<file path="src/hdl/pba_pkg.sv">
// Package for the power-of-two bucket allocator: sizes, header and list-head
// encodings, status codes and the size-class mapping.
// No dependencies; the controller, top level and testbench refer to it by scoped names.
package pba_pkg;

    // Heap geometry
    localparam int HEAP_BYTES  = 65536;
    localparam int PAGE_BYTES  = 4096;
    localparam int NUM_CLASSES = 13;

    localparam int ADDR_W      = $clog2(HEAP_BYTES);
    localparam int GRAN_W      = ADDR_W - 3;
    localparam int GRANULES    = HEAP_BYTES / 8;
    localparam int PAGE_SH     = $clog2(PAGE_BYTES);
    localparam int PAGE_GRAN   = PAGE_BYTES / 8;
    localparam int PG_W        = PAGE_SH - 3;
    localparam int CLS_W       = 4;
    localparam int NUM_HEADS   = NUM_CLASSES + 1;
    localparam int POOL        = NUM_CLASSES;
    localparam int PAGE_CLASS  = PAGE_SH - 3;
    localparam int MIN_RECLAIM_CLASS = 2;
    localparam int REQ_W       = 24;
    localparam int LIM_W       = REQ_W + 2;

    // Header word: [17] allocated, [16] link valid, [15:0] link byte offset
    // or, when allocated, the class in the low bits.
    localparam int HDR_W       = ADDR_W + 2;
    localparam int HDR_ALLOC_B = ADDR_W + 1;
    localparam int HDR_LINK_B  = ADDR_W;
    localparam int HDR_CLS_W   = 5;

    // List head: [16] empty, [15:0] byte offset of the first block.
    localparam int HEAD_W      = ADDR_W + 1;
    localparam int HEAD_NULL_B = ADDR_W;

    typedef logic [HDR_W-1:0]  hdr_t;
    typedef logic [HEAD_W-1:0] head_t;

    localparam head_t HEAD_EMPTY = {1'b1, {ADDR_W{1'b0}}};

    typedef enum logic [1:0] {
        ST_DONE    = 2'd0,
        ST_OOM     = 2'd1,
        ST_IGNORED = 2'd2,
        ST_CORRUPT = 2'd3
    } status_t;

    localparam logic OP_ALLOC = 1'b0;
    localparam logic OP_FREE  = 1'b1;

    // Header memory access from the sequencer
    typedef struct packed {
        logic              rd_en;
        logic [GRAN_W-1:0] rd_addr;
        logic              wr_en;
        logic [GRAN_W-1:0] wr_addr;
        hdr_t              wr_data;
    } mem_req_t;

    // Successor head encoded in a header; allocated or unlinked means empty.
    function automatic head_t head_of_link(input hdr_t hdr);
        head_t r;
        if (hdr[HDR_ALLOC_B] || !hdr[HDR_LINK_B])
            r = HEAD_EMPTY;
        else
            r = {1'b0, hdr[ADDR_W-1:0]};
        return r;
    endfunction

    // Header that links on to the given head.
    function automatic hdr_t link_of_head(input head_t head);
        hdr_t r;
        if (head[HEAD_NULL_B])
            r = '0;
        else
            r = {1'b0, 1'b1, head[ADDR_W-1:0]};
        return r;
    endfunction

    // Size class of a request: returns {ok, k}.
    function automatic logic [CLS_W:0] class_of(input logic [REQ_W-1:0] req);
        logic [LIM_W-1:0] lim;
        logic             small_req;
        logic             found;
        logic [CLS_W-1:0] k;
        small_req = ({2'b00, req} <= LIM_W'(PAGE_BYTES - 4));
        found     = 1'b0;
        k         = '0;
        for (int i = 0; i < NUM_CLASSES; i++)
        begin
            if (small_req)
                lim = (LIM_W'(8) << i) - LIM_W'(4);
            else
                lim = (LIM_W'(8) << i) + LIM_W'(PAGE_BYTES - 4);
            if (!found && (small_req || i >= PAGE_CLASS) && ({2'b00, req} <= lim))
            begin
                found = 1'b1;
                k     = CLS_W'(i);
            end
        end
        return {found, k};
    endfunction

endpackage

</file>
<file path="src/hdl/pba_req_if.sv">
// Request channel of the bucket allocator: valid/ready plus one request item.
// Depends on nothing.
interface pba_req_if;
    logic        valid;
    logic        ready;
    logic        operation;
    logic [23:0] request_bytes;
    logic [15:0] free_address;

    modport source (output valid, output operation, output request_bytes,
                    output free_address, input ready);
    modport sink   (input valid, input operation, input request_bytes,
                    input free_address, output ready);
endinterface

</file>
<file path="src/hdl/pba_rsp_if.sv">
// Response channel of the bucket allocator: valid/ready plus one result item.
// Depends on nothing.
interface pba_rsp_if;
    logic        valid;
    logic        ready;
    logic [15:0] block_address;
    logic [1:0]  status;
    logic [3:0]  size_class;
    logic        page_reclaimed;

    modport source (output valid, output block_address, output status,
                    output size_class, output page_reclaimed, input ready);
    modport sink   (input valid, input block_address, input status,
                    input size_class, input page_reclaimed, output ready);
endinterface

</file>
<file path="src/hdl/pba_ctrl.sv">
// Sequencer of the bucket allocator: list heads, break, output register and
// the read-modify-write walks over the header memory.
// Depends on pba_pkg, pba_req_if and pba_rsp_if.
module pba_ctrl (
    input  logic               clk,
    input  logic               rst_n,
    pba_req_if.sink            req,
    pba_rsp_if.source          rsp,
    output pba_pkg::mem_req_t  mem,
    input  pba_pkg::hdr_t      rd_data
);

    typedef enum logic [3:0] {
        S_IDLE,
        S_CARVE_SEL,
        S_POOL_RD,
        S_FILL,
        S_POP_RD,
        S_POP_WB,
        S_FREE_CHK,
        S_RC_CHK_RD,
        S_RC_CHK,
        S_WALK,
        S_WALK_DATA,
        S_RC_END
    } state_t;

    state_t                            state_reg;
    pba_pkg::head_t                    head_reg [pba_pkg::NUM_HEADS];
    logic [pba_pkg::ADDR_W:0]          brk_reg;
    logic [pba_pkg::CLS_W-1:0]         k_reg;
    logic [pba_pkg::ADDR_W-1:0]        h_reg;
    logic [pba_pkg::ADDR_W-1:0]        start_reg;
    logic [pba_pkg::GRAN_W-1:0]        g_reg;
    logic [pba_pkg::GRAN_W-1:0]        last_g_reg;
    logic [pba_pkg::PG_W-1:0]          i_reg;
    pba_pkg::head_t                    cur_reg;
    pba_pkg::head_t                    prev_reg;
    logic [pba_pkg::GRAN_W:0]          steps_reg;
    logic [pba_pkg::GRAN_W:0]          count_reg;
    logic                              rd_ok_reg;
    logic                              out_valid_reg;
    logic [pba_pkg::ADDR_W-1:0]        addr_reg;
    pba_pkg::status_t                  status_reg;
    logic [pba_pkg::CLS_W-1:0]         cls_reg;
    logic                              rec_reg;

    logic                              accept;
    logic [pba_pkg::CLS_W:0]           cls_req;
    logic [pba_pkg::ADDR_W-1:0]        fa_h;
    logic                              fa_bad;
    pba_pkg::hdr_t                     hdr_m;
    pba_pkg::head_t                    head_k;
    logic                              small_k;
    logic                              pool_take;
    logic [pba_pkg::ADDR_W+1:0]        amt;
    logic                              fits;
    logic [pba_pkg::GRAN_W-1:0]        blk_g;
    logic                              fill_link;
    logic [pba_pkg::GRAN_W-1:0]        link_gran;
    pba_pkg::hdr_t                     fill_val;
    logic                              free_ok;
    logic [pba_pkg::CLS_W-1:0]         free_k;
    logic                              reclaim_k;
    logic [pba_pkg::PG_W-1:0]          blk_ofs;
    logic [pba_pkg::PG_W-1:0]          i_last;
    logic                              walk_go;
    pba_pkg::head_t                    next_h;
    logic [pba_pkg::PAGE_SH-1:0]       sz_mask;
    logic                              in_page;
    logic                              count_ok;
    logic [pba_pkg::ADDR_W-1:0]        rd_ofs;

    assign accept  = req.valid && req.ready;
    assign cls_req = pba_pkg::class_of(req.request_bytes);
    assign fa_h    = req.free_address - pba_pkg::ADDR_W'(4);
    assign fa_bad  = (req.free_address < pba_pkg::ADDR_W'(4)) || (fa_h[2:0] != 3'b000)
                     || ({1'b0, fa_h} >= brk_reg);
    // Reads beyond the break or misaligned count as an all-zero header
    assign hdr_m   = rd_data & {pba_pkg::HDR_W{rd_ok_reg}};
    assign head_k  = head_reg[k_reg];
    assign small_k = (k_reg < pba_pkg::CLS_W'(pba_pkg::PAGE_CLASS));

    // Carve planning
    assign pool_take = small_k && !head_reg[pba_pkg::POOL][pba_pkg::HEAD_NULL_B];
    assign amt = small_k ? (pba_pkg::ADDR_W+2)'(pba_pkg::PAGE_BYTES)
                         : ((pba_pkg::ADDR_W+2)'(8) << k_reg)
                           + (pba_pkg::ADDR_W+2)'(pba_pkg::PAGE_BYTES);
    assign fits = ({1'b0, brk_reg} + amt) <= (pba_pkg::ADDR_W+2)'(pba_pkg::HEAP_BYTES);

    // Fill pattern: blocks linked in address order, last block and body zero
    assign blk_g     = pba_pkg::GRAN_W'(1) << k_reg;
    assign fill_link = small_k && ((g_reg & (blk_g - pba_pkg::GRAN_W'(1))) == '0)
                       && ((g_reg + blk_g) < pba_pkg::GRAN_W'(pba_pkg::PAGE_GRAN));
    assign link_gran = start_reg[pba_pkg::ADDR_W-1:3] + g_reg + blk_g;
    assign fill_val  = fill_link ? {1'b0, 1'b1, link_gran, 3'b000} : '0;

    // Free checks
    assign free_ok   = hdr_m[pba_pkg::HDR_ALLOC_B]
                       && (hdr_m[pba_pkg::HDR_CLS_W-1:0]
                           < pba_pkg::HDR_CLS_W'(pba_pkg::NUM_CLASSES));
    assign free_k    = hdr_m[pba_pkg::CLS_W-1:0];
    assign reclaim_k = (k_reg >= pba_pkg::CLS_W'(pba_pkg::MIN_RECLAIM_CLASS)) && small_k;

    // Reclaim scan and list walk
    assign blk_ofs  = pba_pkg::PG_W'(i_reg << k_reg);
    assign i_last   = pba_pkg::PG_W'((pba_pkg::PAGE_GRAN >> k_reg) - 1);
    assign walk_go  = !cur_reg[pba_pkg::HEAD_NULL_B]
                      && (steps_reg <= (pba_pkg::GRAN_W+1)'(pba_pkg::GRANULES));
    assign next_h   = pba_pkg::head_of_link(hdr_m);
    assign sz_mask  = (pba_pkg::PAGE_SH'(8) << k_reg) - pba_pkg::PAGE_SH'(1);
    assign in_page  = (cur_reg[pba_pkg::ADDR_W-1:pba_pkg::PAGE_SH]
                       == h_reg[pba_pkg::ADDR_W-1:pba_pkg::PAGE_SH])
                      && ((cur_reg[pba_pkg::PAGE_SH-1:0] & sz_mask) == '0);
    assign count_ok = (count_reg == (pba_pkg::GRAN_W+1)'(pba_pkg::PAGE_GRAN >> k_reg));

    // Header memory port requests
    always_comb
    begin
        mem    = '0;
        rd_ofs = '0;
        unique case (state_reg)
            S_IDLE:
            begin
                if (accept && req.operation == pba_pkg::OP_FREE)
                begin
                    rd_ofs     = fa_h;
                    mem.rd_en  = 1'b1;
                end
            end
            S_CARVE_SEL:
            begin
                if (pool_take)
                begin
                    rd_ofs    = head_reg[pba_pkg::POOL][pba_pkg::ADDR_W-1:0];
                    mem.rd_en = 1'b1;
                end
            end
            S_FILL:
            begin
                mem.wr_en   = 1'b1;
                mem.wr_addr = start_reg[pba_pkg::ADDR_W-1:3] + g_reg;
                mem.wr_data = fill_val;
            end
            S_POP_RD:
            begin
                rd_ofs    = head_k[pba_pkg::ADDR_W-1:0];
                mem.rd_en = 1'b1;
            end
            S_POP_WB:
            begin
                mem.wr_en   = 1'b1;
                mem.wr_addr = head_k[pba_pkg::ADDR_W-1:3];
                mem.wr_data = {1'b1, 1'b0, (pba_pkg::ADDR_W-pba_pkg::CLS_W)'(0), k_reg};
            end
            S_FREE_CHK:
            begin
                if (free_ok)
                begin
                    mem.wr_en   = 1'b1;
                    mem.wr_addr = h_reg[pba_pkg::ADDR_W-1:3];
                    mem.wr_data = pba_pkg::link_of_head(head_reg[free_k]);
                end
            end
            S_RC_CHK_RD:
            begin
                rd_ofs    = {h_reg[pba_pkg::ADDR_W-1:pba_pkg::PAGE_SH], blk_ofs, 3'b000};
                mem.rd_en = 1'b1;
            end
            S_WALK:
            begin
                if (walk_go)
                begin
                    rd_ofs    = cur_reg[pba_pkg::ADDR_W-1:0];
                    mem.rd_en = 1'b1;
                end
            end
            S_WALK_DATA:
            begin
                if (in_page && !prev_reg[pba_pkg::HEAD_NULL_B])
                begin
                    mem.wr_en   = 1'b1;
                    mem.wr_addr = prev_reg[pba_pkg::ADDR_W-1:3];
                    mem.wr_data = pba_pkg::link_of_head(next_h);
                end
            end
            S_RC_END:
            begin
                if (count_ok)
                begin
                    mem.wr_en   = 1'b1;
                    mem.wr_addr = {h_reg[pba_pkg::ADDR_W-1:pba_pkg::PAGE_SH],
                                   pba_pkg::PG_W'(0)};
                    mem.wr_data = pba_pkg::link_of_head(head_reg[pba_pkg::POOL]);
                end
            end
            S_POOL_RD, S_RC_CHK:
            begin
                mem = '0;
            end
            default:
            begin
                mem = '0;
            end
        endcase
        mem.rd_addr = rd_ofs[pba_pkg::ADDR_W-1:3];
    end

    assign req.ready          = (state_reg == S_IDLE) && !out_valid_reg;
    assign rsp.valid          = out_valid_reg;
    assign rsp.block_address  = addr_reg;
    assign rsp.status         = status_reg;
    assign rsp.size_class     = cls_reg;
    assign rsp.page_reclaimed = rec_reg;

    // Sequencer, list heads, break and result register
    always_ff @(posedge clk or negedge rst_n)
    begin
        if (!rst_n)
        begin
            state_reg     <= S_IDLE;
            for (int j = 0; j < pba_pkg::NUM_HEADS; j++)
            begin
                head_reg[j] <= pba_pkg::HEAD_EMPTY;
            end
            brk_reg       <= '0;
            out_valid_reg <= 1'b0;
            rd_ok_reg     <= 1'b0;
            k_reg         <= '0;
            h_reg         <= '0;
            start_reg     <= '0;
            g_reg         <= '0;
            last_g_reg    <= '0;
            i_reg         <= '0;
            cur_reg       <= pba_pkg::HEAD_EMPTY;
            prev_reg      <= pba_pkg::HEAD_EMPTY;
            steps_reg     <= '0;
            count_reg     <= '0;
            addr_reg      <= '0;
            status_reg    <= pba_pkg::ST_DONE;
            cls_reg       <= '0;
            rec_reg       <= 1'b0;
        end
        else
        begin
            rd_ok_reg <= (rd_ofs[2:0] == 3'b000) && ({1'b0, rd_ofs} < brk_reg);
            if (rsp.valid && rsp.ready)
            begin
                out_valid_reg <= 1'b0;
            end

            unique case (state_reg)
                S_IDLE:
                begin
                    if (accept)
                    begin
                        addr_reg <= '0;
                        rec_reg  <= 1'b0;
                        if (req.operation == pba_pkg::OP_ALLOC)
                        begin
                            k_reg <= cls_req[pba_pkg::CLS_W-1:0];
                            if (!cls_req[pba_pkg::CLS_W])
                            begin
                                status_reg    <= pba_pkg::ST_OOM;
                                cls_reg       <= '0;
                                out_valid_reg <= 1'b1;
                            end
                            else if (head_reg[cls_req[pba_pkg::CLS_W-1:0]][pba_pkg::HEAD_NULL_B])
                            begin
                                state_reg <= S_CARVE_SEL;
                            end
                            else
                            begin
                                state_reg <= S_POP_RD;
                            end
                        end
                        else
                        begin
                            h_reg <= fa_h;
                            if (fa_bad)
                            begin
                                status_reg    <= pba_pkg::ST_IGNORED;
                                cls_reg       <= '0;
                                out_valid_reg <= 1'b1;
                            end
                            else
                            begin
                                state_reg <= S_FREE_CHK;
                            end
                        end
                    end
                end

                // Take a pooled page, or new memory at the break, else report out of memory
                S_CARVE_SEL:
                begin
                    g_reg <= '0;
                    if (pool_take)
                    begin
                        start_reg  <= head_reg[pba_pkg::POOL][pba_pkg::ADDR_W-1:0];
                        last_g_reg <= pba_pkg::GRAN_W'(pba_pkg::PAGE_GRAN - 1);
                        state_reg  <= S_POOL_RD;
                    end
                    else if (!fits)
                    begin
                        status_reg    <= pba_pkg::ST_OOM;
                        cls_reg       <= k_reg;
                        out_valid_reg <= 1'b1;
                        state_reg     <= S_IDLE;
                    end
                    else
                    begin
                        start_reg  <= brk_reg[pba_pkg::ADDR_W-1:0];
                        brk_reg    <= brk_reg + pba_pkg::ADDR_W'(amt);
                        last_g_reg <= pba_pkg::GRAN_W'((amt >> 3) - 1);
                        state_reg  <= S_FILL;
                    end
                end

                S_POOL_RD:
                begin
                    head_reg[pba_pkg::POOL] <= next_h;
                    state_reg               <= S_FILL;
                end

                // One granule header per cycle
                S_FILL:
                begin
                    g_reg <= g_reg + pba_pkg::GRAN_W'(1);
                    if (g_reg == last_g_reg)
                    begin
                        head_reg[k_reg] <= {1'b0, start_reg};
                        state_reg       <= S_POP_RD;
                    end
                end

                S_POP_RD:
                begin
                    state_reg <= S_POP_WB;
                end

                S_POP_WB:
                begin
                    head_reg[k_reg] <= next_h;
                    addr_reg        <= head_k[pba_pkg::ADDR_W-1:0] + pba_pkg::ADDR_W'(4);
                    status_reg      <= pba_pkg::ST_DONE;
                    cls_reg         <= k_reg;
                    out_valid_reg   <= 1'b1;
                    state_reg       <= S_IDLE;
                end

                // Push the freed block, then decide on a page reclaim; ignore a bad header
                S_FREE_CHK:
                begin
                    if (!free_ok)
                    begin
                        status_reg    <= pba_pkg::ST_IGNORED;
                        cls_reg       <= '0;
                        out_valid_reg <= 1'b1;
                        state_reg     <= S_IDLE;
                    end
                    else
                    begin
                        k_reg            <= free_k;
                        head_reg[free_k] <= {1'b0, h_reg};
                        cls_reg          <= free_k;
                        status_reg       <= pba_pkg::ST_DONE;
                        i_reg            <= '0;
                        state_reg        <= S_RC_CHK_RD;
                    end
                end

                S_RC_CHK_RD:
                begin
                    if (!reclaim_k)
                    begin
                        out_valid_reg <= 1'b1;
                        state_reg     <= S_IDLE;
                    end
                    else
                    begin
                        state_reg <= S_RC_CHK;
                    end
                end

                // Any block of the page still allocated ends the reclaim
                S_RC_CHK:
                begin
                    if (hdr_m[pba_pkg::HDR_ALLOC_B])
                    begin
                        out_valid_reg <= 1'b1;
                        state_reg     <= S_IDLE;
                    end
                    else if (i_reg == i_last)
                    begin
                        cur_reg   <= head_k;
                        prev_reg  <= pba_pkg::HEAD_EMPTY;
                        steps_reg <= '0;
                        count_reg <= '0;
                        state_reg <= S_WALK;
                    end
                    else
                    begin
                        i_reg     <= i_reg + pba_pkg::PG_W'(1);
                        state_reg <= S_RC_CHK_RD;
                    end
                end

                S_WALK:
                begin
                    if (walk_go)
                    begin
                        steps_reg <= steps_reg + (pba_pkg::GRAN_W+1)'(1);
                        state_reg <= S_WALK_DATA;
                    end
                    else
                    begin
                        state_reg <= S_RC_END;
                    end
                end

                // Unlink entries that lie in the page
                S_WALK_DATA:
                begin
                    if (in_page)
                    begin
                        if (prev_reg[pba_pkg::HEAD_NULL_B])
                        begin
                            head_reg[k_reg] <= next_h;
                        end
                        count_reg <= count_reg + (pba_pkg::GRAN_W+1)'(1);
                    end
                    else
                    begin
                        prev_reg <= cur_reg;
                    end
                    cur_reg   <= next_h;
                    state_reg <= S_WALK;
                end

                S_RC_END:
                begin
                    if (count_ok)
                    begin
                        head_reg[pba_pkg::POOL] <= {1'b0,
                            h_reg[pba_pkg::ADDR_W-1:pba_pkg::PAGE_SH], pba_pkg::PAGE_SH'(0)};
                        rec_reg <= 1'b1;
                    end
                    else
                    begin
                        status_reg <= pba_pkg::ST_CORRUPT;
                    end
                    out_valid_reg <= 1'b1;
                    state_reg     <= S_IDLE;
                end

                default:
                begin
                    state_reg <= S_IDLE;
                end
            endcase
        end
    end

endmodule

</file>
<file path="src/flat_wrapper.sv">
// flat-port wrapper written by rule: the top's interface ports become plain ports
module pba_ctrl_flat 
  (clk, rst_n, mem, rd_data, req_valid, req_operation, req_request_bytes, req_free_address, req_ready, rsp_valid, rsp_block_address, rsp_status, rsp_size_class, rsp_page_reclaimed, rsp_ready);
  pba_req_if req_i ();
  pba_rsp_if rsp_i ();
  input  logic clk;
  input  logic rst_n;
  output pba_pkg::mem_req_t mem;
  input  pba_pkg::hdr_t rd_data;
  input wire logic [$bits(req_i.valid)-1:0] req_valid;
  input wire logic [$bits(req_i.operation)-1:0] req_operation;
  input wire logic [$bits(req_i.request_bytes)-1:0] req_request_bytes;
  input wire logic [$bits(req_i.free_address)-1:0] req_free_address;
  output wire logic [$bits(req_i.ready)-1:0] req_ready;
  output wire logic [$bits(rsp_i.valid)-1:0] rsp_valid;
  output wire logic [$bits(rsp_i.block_address)-1:0] rsp_block_address;
  output wire logic [$bits(rsp_i.status)-1:0] rsp_status;
  output wire logic [$bits(rsp_i.size_class)-1:0] rsp_size_class;
  output wire logic [$bits(rsp_i.page_reclaimed)-1:0] rsp_page_reclaimed;
  input wire logic [$bits(rsp_i.ready)-1:0] rsp_ready;
  assign req_i.valid = req_valid;
  assign req_i.operation = req_operation;
  assign req_i.request_bytes = req_request_bytes;
  assign req_i.free_address = req_free_address;
  assign req_ready = req_i.ready;
  assign rsp_valid = rsp_i.valid;
  assign rsp_block_address = rsp_i.block_address;
  assign rsp_status = rsp_i.status;
  assign rsp_size_class = rsp_i.size_class;
  assign rsp_page_reclaimed = rsp_i.page_reclaimed;
  assign rsp_i.ready = rsp_ready;
  pba_ctrl u_core (.clk(clk), .rst_n(rst_n), .req(req_i), .rsp(rsp_i), .mem(mem), .rd_data(rd_data));
endmodule
</file>
<file path="config.mk">
export PLATFORM = sky130hd
export DESIGN_NAME = pba_ctrl_flat
export DESIGN_NICKNAME = d
export VERILOG_FILES = /design/src/hdl/pba_pkg.sv /design/src/hdl/pba_req_if.sv /design/src/hdl/pba_rsp_if.sv /design/src/hdl/pba_ctrl.sv /design/src/flat_wrapper.sv
export SDC_FILE = /design/constraint.sdc
export NUM_CORES = 2
export LEC_CHECK = 0
export BUFFER_PORTS_ARGS = -buffer_cell sky130_fd_sc_hd__buf_4
export CORE_UTILIZATION = 36
export CTS_CLUSTER_DIAMETER = 100
export CTS_CLUSTER_SIZE = 12
export DETAILED_ROUTE_END_ITERATION = 6
export GPL_TIMING_DRIVEN = 0
export HOLD_SLACK_MARGIN = 0.08
export MAX_ROUTING_LAYER = met4
export PLACE_DENSITY = 0.59
export SYNTH_ARGS = -nofsm -noshare
export SYNTH_HDL_FRONTEND = slang
export SYNTH_SLANG_ARGS = --single-unit
export TNS_END_PERCENT = 30
</file>
<file path="constraint.sdc">
create_clock -name clk -period 13.5 [get_ports clk]
set_input_delay 2.025 -clock clk [delete_from_list [all_inputs] [get_ports clk]]
set_output_delay 2.025 -clock clk [all_outputs]
set_load 0.02 [all_outputs]
</file>
* After elaboration in Yosys (flattened, before gate mapping)
Cells that the tools add are included.
Storage, ports and cells: bits in registers 417, input port bits 63, output and inout bits 71, logic and storage cells 365
Cells by class: add/subtract/negate cells 16, $lt $le $gt $ge 28, equal/unequal tests 34, shift operators 5, mux-type cells 152, bitwise logic cells 7, reductions and logical operators 91
Operator list (count):
- 238-bit two-way mux | 4
- 221-bit one-hot mux with 4 select lines | 1
- 238-bit bitwise mux | 3
- 17-bit two-way mux | 19
- 17-bit binary-select mux with 4-bit select | 3
- 24-bit by 13-bit <= comparator with 1-bit output | 8
- 32-bit one-hot mux with 5 select lines | 1
- 13-bit two-way mux | 12
- 17-bit demux with 4-bit select | 2
- 4-bit two-way mux | 29
- 16-bit two-way mux | 7
- 17-bit one-hot mux with 6 select lines | 1
- 32-bit two-way mux | 3
- 16-bit one-hot mux with 5 select lines | 1
- 14-bit two-way mux | 5
- 17-bit one-hot mux with 2 select lines | 2
- 14-bit one-hot mux with 2 select lines | 2
- 24-bit by 26-bit <= comparator with 1-bit output | 2
- 4-bit one-hot mux with 10 select lines | 1
- 13-bit adder | 3
- 1-bit logical AND | 36
- 16-bit one-hot mux with 2 select lines | 1
- 1-bit two-way mux | 30
- 14-bit by 1-bit adder with 14-bit output (second input constant) | 2
- 78 further kinds | 155

* Longest topological paths before layout
depth in word-level cells 58, mapped depth 25

* Worst setup path after synthesis
No wires, ideal clock.
path kind input-to-output, from input rd_data[0], to output mem[0] (netlist bit), data arrival time 4.692 ns, setup slack 6.783 ns, stages 11, buffers on the path 3, cell sequence clkbuf_1 -> o21ai_1 -> o21ai_0 -> nor2_1 -> o21ai_0 -> or4_1 -> clkbuf_1 -> clkbuf_1 -> a211oi_1 -> a221oi_1 -> o21ai_0
RTL lines:
- from (decl) | line flat_wrapper.sv:9 | input pba_pkg::hdr_t rd_data;
- to (decl) | line flat_wrapper.sv:8 | output pba_pkg::mem_req_t mem;

==> results.toml <==
[timing]
tightest_slew_ns = 1.597
fin_skew_ns = 0.03832
timing.hold.ws_ns = 0.4765
min_period_over_period_pct = 83.94
finalHoldViolations = 0
fmax_mhz = 88.24
rsz0062_at_grt = "no"
fin_tns_setup_ns = 0
relSlewSlack_pct = -6.493
final_max_slew_viol_count = 74
setup_violations = 0
min_period_ns = 11.33

[floorplanning]
rows = 107
start_util_pct = 36.58
die_area_mm2 = 0.08839
die_h_um = 297.3
ios = 134
die_w_um = 297.3
fp.coreArea_mm2 = 0.08582

[clocking]
clockBufferDepth = 3
clk-insertion-delay-late_ns = 0.62
clkTransAtPathRegs_ns = 0.06
tritoncts = "built"
clockRootBuffer = "clkbuf_16"
cts_buffers = 42
cts_setup_buffers = 0
clkSinkCount = 411
htree_levels = 2
ctsHoldBuffers = 0
cts_resized = 0

[run]
maxCapViolCount = 9

[synthesis]
synth_cell_types = 105
synth_area_leaders = "dfrtp_1, mux2i_1, o21ai_0"
yosysWarningCount = 0
ys_seq_area_share_pct = 32.83
synth_flop_cell = "dfrtp_1"
synth_area_mm2 = 0.03139
avgSynthCellArea_um2 = 8.547
async_reset_ff_share_pct = 100.0
synth_commonest_cells = "nand2_1, dfrtp_1, o21ai_0, a21oi_1, clkbuf_1"
synth_cells = 3673
synth_edf_count = 0
synth_top_area_cell = "dfrtp_1"
yosysMostFrequentCell = "nand2_1"
synth.top_cell.area_share_pct = 31.49
synth_seq_cells = 411

[final_layout]
drive_above_1_share_pct = 10.67
largest_reg_flops = 238
area_delta_synth_final_pct = 12.83
nets = 4029
post-route-cell-area_mm2 = 0.03542

[pwr]
peakVddDrop_uv = 124.1
leakagePower_nw = 14.30
powerDensity_mw_per_mm2 = 223.2

[route]
drc_errors = 6
vias_per_cell = 6.916
num_vias = 35086
initialDrtViolationCount = 5828
firstDrtPassIters = 7
wl_per_cell_um = 40.00
antenna_left = 0
routed_wl_um = 202900

[critical_path]
critPathMostFrequentCell = "clkbuf_1"
critPathLaunchType = "primary input"
cp_cell_sequence = "clkbuf_1 -> o21ai_1 -> o21ai_0 -> nor2_1 -> o21ai_0 -> or4_1 -> clkbuf_1 -> clkbuf_1 -> a211oi_1 -> a221oi_1 -> o221ai_1 -> buf_4"
cp_num_buf_inv = 4
path_class = "in2out"
path_delay_family = "compound AO/OA/AOI/OAI gates"
worstSetupEndpointType = "primary output"
crit_arrival_ns = 9.31
slowest_stage = "nor2_1"
slowest_delay_ns = 1.28
cp.required_ns = 11.48
worstPathMaxFanout = 10

[grt]
grt_max_degree = 111
antenna_found_initial = 23
grt_pass1_vias = 32450
grt_overflow = 0
grt_pass1_wl_um = 274100
grt_use_total_pct = 45.90

[outcome]
violations = "design-rule violations, max-capacitance violations, max-slew violations"
status = "finished, violations left"

[hold_path]
hold_path_class = "reg2reg"

[placement]
portBuffers = 129
placed_area_mm2 = 0.03403
gp_congestion = 1.098
dp_hpwl_um = 155300
[worst paths after layout]
check,startpoint,end,slack [ns],cells past startpoint
setup reg to reg,u_core.k_reg[1],u_core.start_reg[10],5.97,21
hold reg to reg,u_core.cur_reg[0],u_core.cur_reg[0],0.48,2
setup / recovery,rd_data[1],mem[3],2.17,12
max in group asynchronous,rst_n,u_core.head_reg[197],10.81,2
min in group asynchronous,rst_n,u_core.head_reg[61],1.43,1
hold / removal,u_core.cur_reg[0],u_core.cur_reg[0],0.48,2
[through the flow]
stage	util (%)	worst slack, ns	power, mW	cells
floorplan	-	6.783	4.072	3683
global placement	39.42	2.482	6.318	4956
detailed placement	39.65	2.642	6.334	4966
CTS	41.15	2.614	7.561	5041
global route	41.25	2.541	7.972	5065
finish	41.27	2.168	7.906	5073
[area by class of cell]
class	instances	area, um2
Antenna cell	30	75.07
Clock inverter	6	93.84
Tap cell	1144	1431
Sequential cell	411	10300
Clock buffer	69	1194
Buffer	313	1353
Timing Repair Buffer	141	1154
Multi-Input combinational cell	2877	19510
Fill cell	8777	50400
Inverter	82	307.8
[routing by layer]
| metal | vias to the layer above | track usage, % | part of all wire [%] | wire length, um |
|---|---|---|---|---|
| met1 | 17521 | 60.13 | 41 | 82340 |
| met4 | 0 | 24.85 | 6.4 | 12890 |
| met3 | 626 | 14.86 | 13 | 26490 |
| met2 | 2707 | 61.94 | 40 | 81180 |
| met5 | - | - | 0 | 0 |
| li1 | 14232 | - | - | - |
[power breakdown]
part	switching, mW	internal (mW)	leakage (nW)	total (mW)
clock	0.600	0.645	0.620	1.24
combinational	3.39	1.22	8.20	4.61
sequential	0.548	1.51	5.47	2.05
total	4.54	3.37	14.3	7.91
[layout by cell type (no fill, tap or decap), types with 18 or more instances in the layout]
cell	Yosys	final
a21o_1	27	27
a21oi_1	243	243
a221o_1	19	19
a221oi_1	26	26
a222oi_1	38	38
a22o_1	148	148
a31oi_1	41	40
and2_1	20	20
and3_1	28	28
buf_1	23	23
buf_2	36	39
buf_4	14	143
clkbuf_1	230	250
clkbuf_16	0	43
dfrtp_1	395	395
diode_2	0	30
ha_1	95	95
inv_1	76	76
mux2i_1	201	201
mux4_2	55	55
nand2_1	405	405
nand2b_1	19	19
nand3_1	144	144
nand4_1	27	27
nor2_1	228	227
nor2b_1	18	18
nor3_1	53	49
nor3b_1	34	34
nor4_1	20	20
o21a_1	22	22
o21ai_0	361	359
o21ai_1	29	31
o22ai_1	158	158
xnor2_1	53	53
xor2_1	61	61
[worst reg2reg max path, cell delays in order (launching register included)]
cell	delay (ns)
dfrtp_1	0.39
buf_4	0.20
buf_4	0.32
buf_4	0.38
buf_4	0.41
buf_4	0.48
buf_2	0.55
nand3_1	0.82
inv_1	0.74
xnor2_1	0.18
nor2_1	0.31
ha_1	0.34
a21o_1	0.19
nand2_1	0.08
o21ai_0	0.14
a311oi_1	0.44
o211ai_1	0.18
clkbuf_1	0.38
nand2_1	0.20
buf_2	0.28
buf_2	0.28
a31oi_1	0.11
[cell families (layout without fill, tap and decap cells)]
logic type | count (synthesis) | after routing | share of synthesized area [%]
buffers and inverters | 395 | 611 | 5.273
AO/OA/AOI/OAI | 1311 | 1311 | 27.70
flip-flops | 411 | 411 | 32.83
AND/OR/NAND/NOR | 1078 | 1078 | 16.38
multiplexers | 263 | 263 | 10.61
adder cells (fa/ha/maj) | 99 | 99 | 4.010
XOR/XNOR | 114 | 114 | 3.181
other | 2 | 42 | 0.02392
(Power assumes the default switching activity.)
